`src/design/bep_pkg.sv`:
```
// ----------------------------------------------------------------------------
// bep_pkg
// shared types and constants for the beeper event pcm renderer
// ----------------------------------------------------------------------------
`default_nettype none

package bep_pkg;

  // configuration port geometry
  localparam int unsigned ADDR_W    = 4;
  localparam int unsigned DATA_W    = 32;
  localparam int unsigned REG_IDX_W = 2;

  // register indexes
  localparam logic [REG_IDX_W-1:0] REG_VOLUME     = 2'd0;
  localparam logic [REG_IDX_W-1:0] REG_BEEP_MODE  = 2'd1;
  localparam logic [REG_IDX_W-1:0] REG_PHASE_STEP = 2'd2;

  // beep modes
  localparam logic [1:0] MODE_LEVEL = 2'd0;
  localparam logic [1:0] MODE_RATE  = 2'd1;

  // input item kinds
  localparam logic KIND_EVENT  = 1'b0;
  localparam logic KIND_SAMPLE = 1'b1;

  // timing constants
  localparam logic [16:0] SAMPLE_UNITS = 17'h1_0000;
  localparam logic [30:0] IDLE_TIME    = 31'h4000_0000;
  localparam int unsigned PHASE_MSB    = 15;
  localparam int unsigned LEVEL_SHIFT  = 16 - 10;
  localparam int unsigned SQUARE_SHIFT = 10 - 2;

  typedef struct packed {
    logic [3:0]  volume;
    logic [1:0]  beep_mode;
    logic [15:0] phase_step;
  } cfg_t;

endpackage

`default_nettype wire

```
`src/design/bep_ram.sv`:
```
// ----------------------------------------------------------------------------
// bep_ram
// generic single-write, single-read ram with registered read data
// ----------------------------------------------------------------------------
`default_nettype none

module bep_ram #(
  parameter int unsigned WIDTH = 32,
  parameter int unsigned DEPTH = 128
) (
  input  wire logic                     clk,
  input  wire logic                     we,
  input  wire logic [$clog2(DEPTH)-1:0] waddr,
  input  wire logic [WIDTH-1:0]         wdata,
  input  wire logic [$clog2(DEPTH)-1:0] raddr,
  output logic      [WIDTH-1:0]         rdata
);

  logic [WIDTH-1:0] mem [DEPTH];

  always_ff @(posedge clk) begin
    if (we) begin
      mem[waddr] <= wdata;
    end
    rdata <= mem[raddr];
  end

endmodule

`default_nettype wire

```
`src/design/bep_cfg.sv`:
```
// ----------------------------------------------------------------------------
// bep_cfg
// apb-style configuration registers: volume, beep mode, phase step
// ----------------------------------------------------------------------------
`default_nettype none

module bep_cfg (
  input  wire logic                        clk,
  input  wire logic                        rst,
  input  wire logic                        psel,
  input  wire logic                        penable,
  input  wire logic                        pwrite,
  input  wire logic [bep_pkg::ADDR_W-1:0]  paddr,
  input  wire logic [bep_pkg::DATA_W-1:0]  pwdata,
  output logic      [bep_pkg::DATA_W-1:0]  prdata,
  output logic                             pready,
  output bep_pkg::cfg_t                    cfg
);

  logic                             wr_en;
  logic [bep_pkg::REG_IDX_W-1:0]    reg_idx;

  assign pready  = 1'b1;
  assign wr_en   = psel & penable & pwrite;
  assign reg_idx = paddr[bep_pkg::ADDR_W-1:2];

  always_ff @(posedge clk) begin
    if (rst) begin
      cfg <= '0;
    end else if (wr_en) begin
      unique case (reg_idx)
        bep_pkg::REG_VOLUME:     cfg.volume     <= pwdata[3:0];
        bep_pkg::REG_BEEP_MODE:  cfg.beep_mode  <= pwdata[1:0];
        bep_pkg::REG_PHASE_STEP: cfg.phase_step <= pwdata[15:0];
        default: ;
      endcase
    end
  end

  always_comb begin
    unique case (reg_idx)
      bep_pkg::REG_VOLUME:     prdata = {28'd0, cfg.volume};
      bep_pkg::REG_BEEP_MODE:  prdata = {30'd0, cfg.beep_mode};
      bep_pkg::REG_PHASE_STEP: prdata = {16'd0, cfg.phase_step};
      default:                 prdata = '0;
    endcase
  end

endmodule

`default_nettype wire

```
`src/design/beeper_event_pcm_renderer_core.sv`:
```
// ----------------------------------------------------------------------------
// beeper_event_pcm_renderer_core
// turns queued beeper enable events into signed pcm samples
// ----------------------------------------------------------------------------
// usage
//   input channel (item_valid / item_stall) carries two kinds of item:
//     kind 0 queues an event (event_time, event_on); leaves the input free and is
//     dropped when the queue already holds QUEUE_DEPTH events
//     kind 1 requests one sample; exactly one sample item comes out on the
//     output channel (sample_valid / sample_stall)
//   sequencing: a sample item holds the input until the sequencer is back
//     in ST_IDLE; a silent or one-shot sample goes ST_START, ST_DONE; an
//     event-free rate-mode sample adds ST_DECIDE, and ST_SQUARE and ST_SCALE
//     while the level is high; an integrated sample goes ST_START, ST_DECIDE,
//     ST_LOOP, then ST_WAIT and ST_LOOP again for each fired event (each a queue
//     ram read), ST_SCALE, ST_DONE; the sample enters the output register as ST_DONE ends
//   the output register lets the next item in while a sample waits to be
//     taken; a later sample item waits in its last step until the register
//     frees, and item_stall stays high meanwhile
//   reset (synchronous, rst high): empties the queue, clears levels, phase
//     and config; the queue ram itself is not cleared and needs no sweep
//   configuration: apb registers volume (0x0), beep_mode (0x4), phase_step
//     (0x8); not enforced by the block: the user writes them only while the block is idle
// ----------------------------------------------------------------------------
`default_nettype none

module beeper_event_pcm_renderer_core #(
  parameter int unsigned QUEUE_DEPTH = 128
) (
  input  wire logic                        clk,
  input  wire logic                        rst,
  // input items
  input  wire logic                        item_valid,
  output logic                             item_stall,
  input  wire logic                        kind,
  input  wire logic [30:0]                 event_time,
  input  wire logic                        event_on,
  input  wire logic                        buffer_end,
  // output items
  output logic                             sample_valid,
  input  wire logic                        sample_stall,
  output logic signed [14:0]               sample,
  // configuration port
  input  wire logic                        psel,
  input  wire logic                        penable,
  input  wire logic                        pwrite,
  input  wire logic [bep_pkg::ADDR_W-1:0]  paddr,
  input  wire logic [bep_pkg::DATA_W-1:0]  pwdata,
  output logic      [bep_pkg::DATA_W-1:0]  prdata,
  output logic                             pready
);

  localparam int unsigned IDX_W = $clog2(QUEUE_DEPTH);
  localparam int unsigned CNT_W = $clog2(QUEUE_DEPTH + 1);
  localparam int unsigned SUM_W = CNT_W + 1;

  // sequencer states
  typedef enum logic [7:0] {
    ST_IDLE   = 8'b0000_0001,  // take items, write events
    ST_START  = 8'b0000_0010,  // silence checks, buffer start
    ST_DECIDE = 8'b0000_0100,  // square wave or level integration
    ST_LOOP   = 8'b0000_1000,  // walk events inside the window
    ST_WAIT   = 8'b0001_0000,  // ram read of the next event
    ST_SQUARE = 8'b0010_0000,  // four quarter-sample phase steps
    ST_SCALE  = 8'b0100_0000,  // volume multiply
    ST_DONE   = 8'b1000_0000   // hand over, buffer end commit
  } state_t;

  state_t          state;
  bep_pkg::cfg_t   cfg;

  // queue control
  logic [CNT_W-1:0] event_count;
  logic [IDX_W-1:0] read_index;
  logic [IDX_W-1:0] read_next;
  logic [SUM_W-1:0] wr_sum;
  logic [SUM_W-1:0] wr_wrap;
  logic             queue_full;
  logic             queue_we;
  logic [31:0]      rd_entry;
  logic [30:0]      rd_time;
  logic             rd_level;

  // render state
  logic [30:0]       time_left;
  logic              pending_level;
  logic              current_level;
  logic [15:0]       phase;
  logic              in_buffer;

  // per-sample work registers
  logic [16:0]       remain;
  logic [16:0]       acc;
  logic signed [3:0] sq_sum;
  logic [1:0]        sq_cnt;
  logic              square_path;
  logic              audible;
  logic              end_req;
  logic [14:0]       result;

  // datapath helpers
  logic              item_fire;
  logic              silent;
  logic              idle_one_shot;
  logic              mode_rate;
  logic              window_fires;
  logic [20:0]       lvl_prod;
  logic signed [8:0] sq_prod;
  logic signed [14:0] sq_scaled;

  bep_cfg u_cfg (
    .clk     (clk),
    .rst     (rst),
    .psel    (psel),
    .penable (penable),
    .pwrite  (pwrite),
    .paddr   (paddr),
    .pwdata  (pwdata),
    .prdata  (prdata),
    .pready  (pready),
    .cfg     (cfg)
  );

  // queue entry: enable level on top of the duration
  bep_ram #(
    .WIDTH (32),
    .DEPTH (QUEUE_DEPTH)
  ) u_queue (
    .clk   (clk),
    .we    (queue_we),
    .waddr (wr_wrap[IDX_W-1:0]),
    .wdata ({event_on, event_time}),
    .raddr (read_index),
    .rdata (rd_entry)
  );

  assign rd_time  = rd_entry[30:0];
  assign rd_level = rd_entry[31];

  // handshake: the sequencer takes one item at a time
  assign item_stall = (state != ST_IDLE);
  assign item_fire  = item_valid & ~item_stall;

  // write slot behind the unread events, circular over the depth
  assign wr_sum     = SUM_W'(read_index) + SUM_W'(event_count);
  assign wr_wrap    = (wr_sum >= SUM_W'(QUEUE_DEPTH)) ? wr_sum - SUM_W'(QUEUE_DEPTH) : wr_sum;
  assign queue_full = (event_count == CNT_W'(QUEUE_DEPTH));
  assign queue_we   = item_fire & (kind == bep_pkg::KIND_EVENT) & ~queue_full;
  assign read_next  = (read_index == IDX_W'(QUEUE_DEPTH - 1)) ? '0 : read_index + 1'b1;

  // silence and mode decode
  assign mode_rate     = (cfg.beep_mode == bep_pkg::MODE_RATE);
  assign silent        = (cfg.volume == 4'd0) ||
                         ((cfg.beep_mode != bep_pkg::MODE_LEVEL) && !mode_rate);
  assign idle_one_shot = (cfg.beep_mode == bep_pkg::MODE_LEVEL) && !in_buffer &&
                         (event_count == '0);

  // the current event fires inside what is left of the window
  assign window_fires = ({14'd0, remain} >= time_left);

  // volume scaling
  assign lvl_prod  = 21'(acc) * 21'(cfg.volume);
  assign sq_prod   = 9'(sq_sum) * $signed({5'd0, cfg.volume});
  assign sq_scaled = 15'(sq_prod) <<< bep_pkg::SQUARE_SHIFT;

  always_ff @(posedge clk) begin
    if (rst) begin
      state         <= ST_IDLE;
      event_count   <= '0;
      read_index    <= '0;
      time_left     <= '0;
      pending_level <= 1'b0;
      current_level <= 1'b0;
      phase         <= '0;
      in_buffer     <= 1'b0;
      sample_valid  <= 1'b0;
    end else begin
      // output register drains independently of the sequencer; in the last
      // step a new sample takes the place of the one leaving
      if (sample_valid && !sample_stall && (state != ST_DONE)) begin
        sample_valid <= 1'b0;
      end

      unique case (state)
        ST_IDLE: begin
          if (item_fire) begin
            if (kind == bep_pkg::KIND_EVENT) begin
              if (!queue_full) begin
                event_count <= event_count + 1'b1;
              end
            end else begin
              end_req <= buffer_end;
              state   <= ST_START;
            end
          end
        end

        ST_START: begin
          // read data for read_index is valid here
          result <= '0;
          if (silent || idle_one_shot) begin
            audible <= 1'b0;
            state   <= ST_DONE;
          end else begin
            audible <= 1'b1;
            if (!in_buffer) begin
              in_buffer <= 1'b1;
              if (event_count != '0) begin
                time_left     <= rd_time;
                pending_level <= rd_level;
                read_index    <= read_next;
                event_count   <= event_count - 1'b1;
              end else begin
                time_left     <= bep_pkg::IDLE_TIME;
                pending_level <= current_level;
              end
            end
            state <= ST_DECIDE;
          end
        end

        ST_DECIDE: begin
          if (mode_rate && (time_left >= 31'(bep_pkg::SAMPLE_UNITS))) begin
            // whole event-free sample: square wave while the level is high, else zero
            time_left <= time_left - 31'(bep_pkg::SAMPLE_UNITS);
            if (current_level) begin
              sq_sum <= '0;
              sq_cnt <= '0;
              state  <= ST_SQUARE;
            end else begin
              state  <= ST_DONE;
            end
          end else begin
            remain <= bep_pkg::SAMPLE_UNITS;
            acc    <= '0;
            state  <= ST_LOOP;
          end
        end

        ST_LOOP: begin
          if (window_fires) begin
            // event fires: integrate up to it, switch level, take the next
            remain        <= remain - 17'(time_left);
            acc           <= acc + (current_level ? 17'(time_left) : 17'd0);
            current_level <= pending_level;
            if (mode_rate) begin
              phase <= '0;
            end
            if (event_count != '0) begin
              time_left     <= rd_time;
              pending_level <= rd_level;
              read_index    <= read_next;
              event_count   <= event_count - 1'b1;
            end else begin
              time_left <= bep_pkg::IDLE_TIME;
            end
            state <= ST_WAIT;
          end else begin
            time_left   <= time_left - 31'(remain);
            acc         <= acc + (current_level ? remain : 17'd0);
            square_path <= 1'b0;
            state       <= ST_SCALE;
          end
        end

        ST_WAIT: begin
          state <= ST_LOOP;
        end

        ST_SQUARE: begin
          sq_sum <= sq_sum + (phase[bep_pkg::PHASE_MSB] ? 4'sd1 : -4'sd1);
          phase  <= phase + cfg.phase_step;
          sq_cnt <= sq_cnt + 1'b1;
          if (sq_cnt == 2'd3) begin
            square_path <= 1'b1;
            state       <= ST_SCALE;
          end
        end

        ST_SCALE: begin
          if (square_path) begin
            result <= sq_scaled;
          end else begin
            result <= 15'(lvl_prod >> bep_pkg::LEVEL_SHIFT);
          end
          state <= ST_DONE;
        end

        ST_DONE: begin
          if (!sample_valid || !sample_stall) begin
            sample       <= result;
            sample_valid <= 1'b1;
            // end of buffer: commit pending level, drop the queue
            if (audible && end_req) begin
              current_level <= pending_level;
              event_count   <= '0;
              read_index    <= '0;
              in_buffer     <= 1'b0;
            end
            state <= ST_IDLE;
          end
        end

        default: begin
          state <= ST_IDLE;
        end
      endcase
    end
  end

endmodule

`default_nettype wire

```
`config.mk`:
```
export PLATFORM = sky130hd
export DESIGN_NAME = beeper_event_pcm_renderer_core
export DESIGN_NICKNAME = d
export VERILOG_FILES = /design/src/design/bep_pkg.sv /design/src/design/bep_ram.sv /design/src/design/bep_cfg.sv /design/src/design/beeper_event_pcm_renderer_core.sv
export SDC_FILE = /design/constraint.sdc
export NUM_CORES = 2
export LEC_CHECK = 0
export ABC_AREA = 0
export BUFFER_PORTS_ARGS = -buffer_cell sky130_fd_sc_hd__buf_2
export CAP_MARGIN = 5
export CORE_ASPECT_RATIO = 1.2
export CORE_MARGIN = 2
export CORE_UTILIZATION = 49
export DETAILED_ROUTE_END_ITERATION = 16
export PLACE_DENSITY = 0.64
export SLEW_MARGIN = 20
export SYNTH_ARGS = -nofsm -noshare
export SYNTH_HDL_FRONTEND = slang
export SYNTH_SLANG_ARGS = --single-unit
```
`constraint.sdc`:
```
create_clock -name clk -period 5.75 [get_ports clk]
set_input_delay 0.575 -clock clk [delete_from_list [all_inputs] [get_ports clk]]
set_output_delay 0.575 -clock clk [all_outputs]
set_load 0.02 [all_outputs]
```
==> impl_metrics.env <==
export IMPL_clockBufferDepth=4
export IMPL_max_vdd_ir_drop_v=0.000267
export IMPL_timing_fmax_mhz=187
export IMPL_dieArea_um2=351000
export IMPL_rows=236
export IMPL_initial_core_util=0.493
export IMPL_root_buffer="clkbuf_16"
export IMPL_rsz0062_at_grt="no"
export IMPL_dieHeight_um=649
export IMPL_finClkSkew_ps=49.4
export IMPL_fp_coreArea_um2=345000
export IMPL_nFillCells=25100
export IMPL_cp_start_kind="flop"
export IMPL_cts_sinks=4297
export IMPL_antenna_found_initial=57
export IMPL_post_drt_wl_per_cell_um=31.9
export IMPL_crit_arrival_ps=6000
export IMPL_slew_headroom=0.292
export IMPL_critPathKind="reg -> reg"
export IMPL_worstPathMaxFanout=11
export IMPL_ys_warn_count=0
export IMPL_power_frac_clock=0.420
export IMPL_hold_path_class="in -> reg"
export IMPL_gr_total_overflow=0
export IMPL_vias_per_cell=6.24
export IMPL_seqCellArea_um2=128000
export IMPL_path_clk_slew_ps=70
export IMPL_htree_levels=5
export IMPL_p_comb_frac=0.029
export IMPL_period_needed_ps=5350
export IMPL_worstMarginPinSlew_ps=1060
export IMPL_synthFlopType="edfxtp_1"
export IMPL_fin_tns_setup_ps=0
export IMPL_power_internal_mw=50.0
export IMPL_dr_pass1_iters=6
export IMPL_cts_setup_buffers=0
export IMPL_setup_viol_count_final=0
export IMPL_yosys_top_cells_count="edfxtp_1 (4169), mux4_2 (1344), clkbuf_1 (276), nor2_1 (276), nand2_1 (192)"
export IMPL_r2r_setup_slack_ps=400
export IMPL_postSynthAreaPerCell_um2=22.3
export IMPL_async_reset_ff_frac=0
export IMPL_grt_max_degree=139
export IMPL_required_ps=6400
export IMPL_die_w_um=541
export IMPL_grt_pass1_vias=81900
export IMPL_grt_total_usage=0.233
export IMPL_yosysMostFrequentCell="edfxtp_1"
export IMPL_ant_nets=0
export IMPL_vias=80400
export IMPL_finalHoldViolCount=0
export IMPL_slew_viol_final=0
export IMPL_endpoint_kind="flop"
export IMPL_hpwlAfterDp_um=230000
export IMPL_layout_setup_ws_ps=402
export IMPL_ys_seq_elements=4297
export IMPL_synthCells=7609
export IMPL_synth_area_leader_cell="edfxtp_1"
export IMPL_synth_edf_count=4169
export IMPL_numCtsBuffers=398
export IMPL_clkLatencyLatePin_ps=920
export IMPL_min_period_over_period=0.930
export IMPL_cts_hold_buffers=20
export IMPL_power_density_nw_per_um2=327
export IMPL_yosys_area_top_type_share=0.737
export IMPL_cts_tree="yes"
export IMPL_finalWeightedCongestion=0.850
export IMPL_p_leak_nw=58.1
export IMPL_cts_resized_gates=0
export IMPL_outcome="completed"
export IMPL_multi_input_area_um2=41100
export IMPL_p_seq_frac=0.551
export IMPL_syn_area_um2=170000
export IMPL_yosys_cell_types_count=84
export IMPL_area_delta_synth_final_pct=12.6
export IMPL_place_area_um2=178000
export IMPL_io_buffers=91
export IMPL_drv_cap=0
export IMPL_drc=0
export IMPL_totalWireLength_um=411000
export IMPL_pre_cts_slack_ps=510
export IMPL_drive_above_1_share=0.297
export IMPL_finish_utilization=0.555
export IMPL_dr_first_iter_drc_count=10000
export IMPL_netlist_top_cells_area="edfxtp_1 (74%), mux4_2 (18%), dfxtp_1 (1.5%)"
export IMPL_sw_frac_of_total=0.201
export IMPL_fin_nets=8223
export IMPL_pin_count=127
export IMPL_final_area_um2=191000
export IMPL_grt_first_pass_wirelength_um=587000
export IMPL_switching_power_mw=12.6
export IMPL_yosysSeqAreaShare=0.752
cells by family after synthesis:
group | Yosys count | share of synthesized area
buffers and inverters | 519 | 0.0122
muxes | 1394 | 0.181
DFF | 4297 | 0.752
other | 2 | 0.0000442
xor gates and xnor gates | 83 | 0.00436
and+or+nand+nor | 783 | 0.0218
AOI/OAI and AO/OA | 373 | 0.0144
adders and majority gates | 158 | 0.0135
registers in the layout, summed over array words and instances (netlist names), 2 cells and up:
register,count
u_queue.mem,4096
u_queue.rdata,32
time_left,31
u_cfg.cfg,22
acc,17
remain,17
phase,16
result,15
sample,15
event_count,8
state,8
read_index,7
sq_sum,4
sq_cnt,2
path summary, 6_finish.rpt:
kind	from	end	cells past startpoint
hold / removal	item_valid	end_req	2
setup reg to reg	time_left[12]	acc[16]	22
hold reg to reg	result[1]	sample[1]	0
setup / recovery	time_left[12]	acc[16]	22
per-stage QoR:
step | power (mW) | cells | hold slack (ps)
after floorplan | 36.0 | 7624 | 400
final | 62.6 | 12900 | 81.4
after global routing | 64.3 | 12900 | 69.4
after global placement | 36.9 | 12100 | 401
after CTS | 63.0 | 12800 | 13.5
after detailed placement | 37.0 | 12100 | 406
layout make-up:
type	count	share of cell area
clock buffer	491	0.0556
tap	4522	0.0296
clock inverter	230	0.0116
sequential	4297	0.668
inverter	111	0.00220
timing repair buffer	372	0.0177
multi-input combinational	2808	0.215
antenna	48	0.000628
power groups by stage:
| stage | sequential (mW) | clock, mW | combinational (mW) |
|---|---|---|---|
| 2_1_floorplan | 35.1 | 0 | 0.903 |
| 3_3_place_gp | 35.1 | 0 | 1.78 |
| 3_5_place_dp | 35.1 | 0 | 1.84 |
| 4_1_cts | 34.4 | 26.7 | 1.86 |
| 5_1_grt | 34.4 | 27.9 | 1.97 |
| 6_report | 34.5 | 26.3 | 1.84 |
placed cells by master, fill, tap and decap left out, drive strengths merged, types with 10 or more instances in the layout:
master / count
and3: 16
clkinv: 160
o21bai: 10
or3: 24
fa: 41
dfxtp: 128
a31oi: 19
diode: 48
a21o: 28
bufinv: 41
o21a: 15
or2: 11
edfxtp: 4169
mux2: 35
clkinvlp: 18
xor2: 27
inv: 122
nand3: 44
nor3: 45
conb: 17
nor2b: 23
a21oi: 113
a211oi: 13
nand2: 195
buf: 352
nor2: 277
nor3b: 10
clkbuf: 491
ha: 117
nor4: 19
and2: 64
dlygate4sd3: 20
a22o: 14
mux4: 1344
o21ai: 73
mux2i: 15
nand2b: 20
xnor2: 55
metal layers:
layer	part of all wire	track usage	up-vias
li1	-	-	32800
met5	0.000024	0	-
met2	0.50	0.383	3216
met3	0.076	0.0395	531
met4	0.028	0.0693	2
met1	0.40	0.321	43800
worst max-delay path, cell delays in order, from the launching register on:
cell     delay (ps)
dfxtp_1         410
inv_1            70
ha_1            430
a21o_1          220
a21oi_1         230
o21ai_0         150
or3_4           390
o21ai_2         340
nand2_1          90
o21ai_0         150
and2_1          190
ha_1            170
inv_1            60
fa_1            410
nor2b_1         160
o21a_1          150
o21ai_0         130
a21oi_1         270
o21ai_0         140
a21bo_2         250
a21oi_1         180
xnor3_1         330
and2_1          160
No activity file was read; power rests on OpenSTA's default activity.
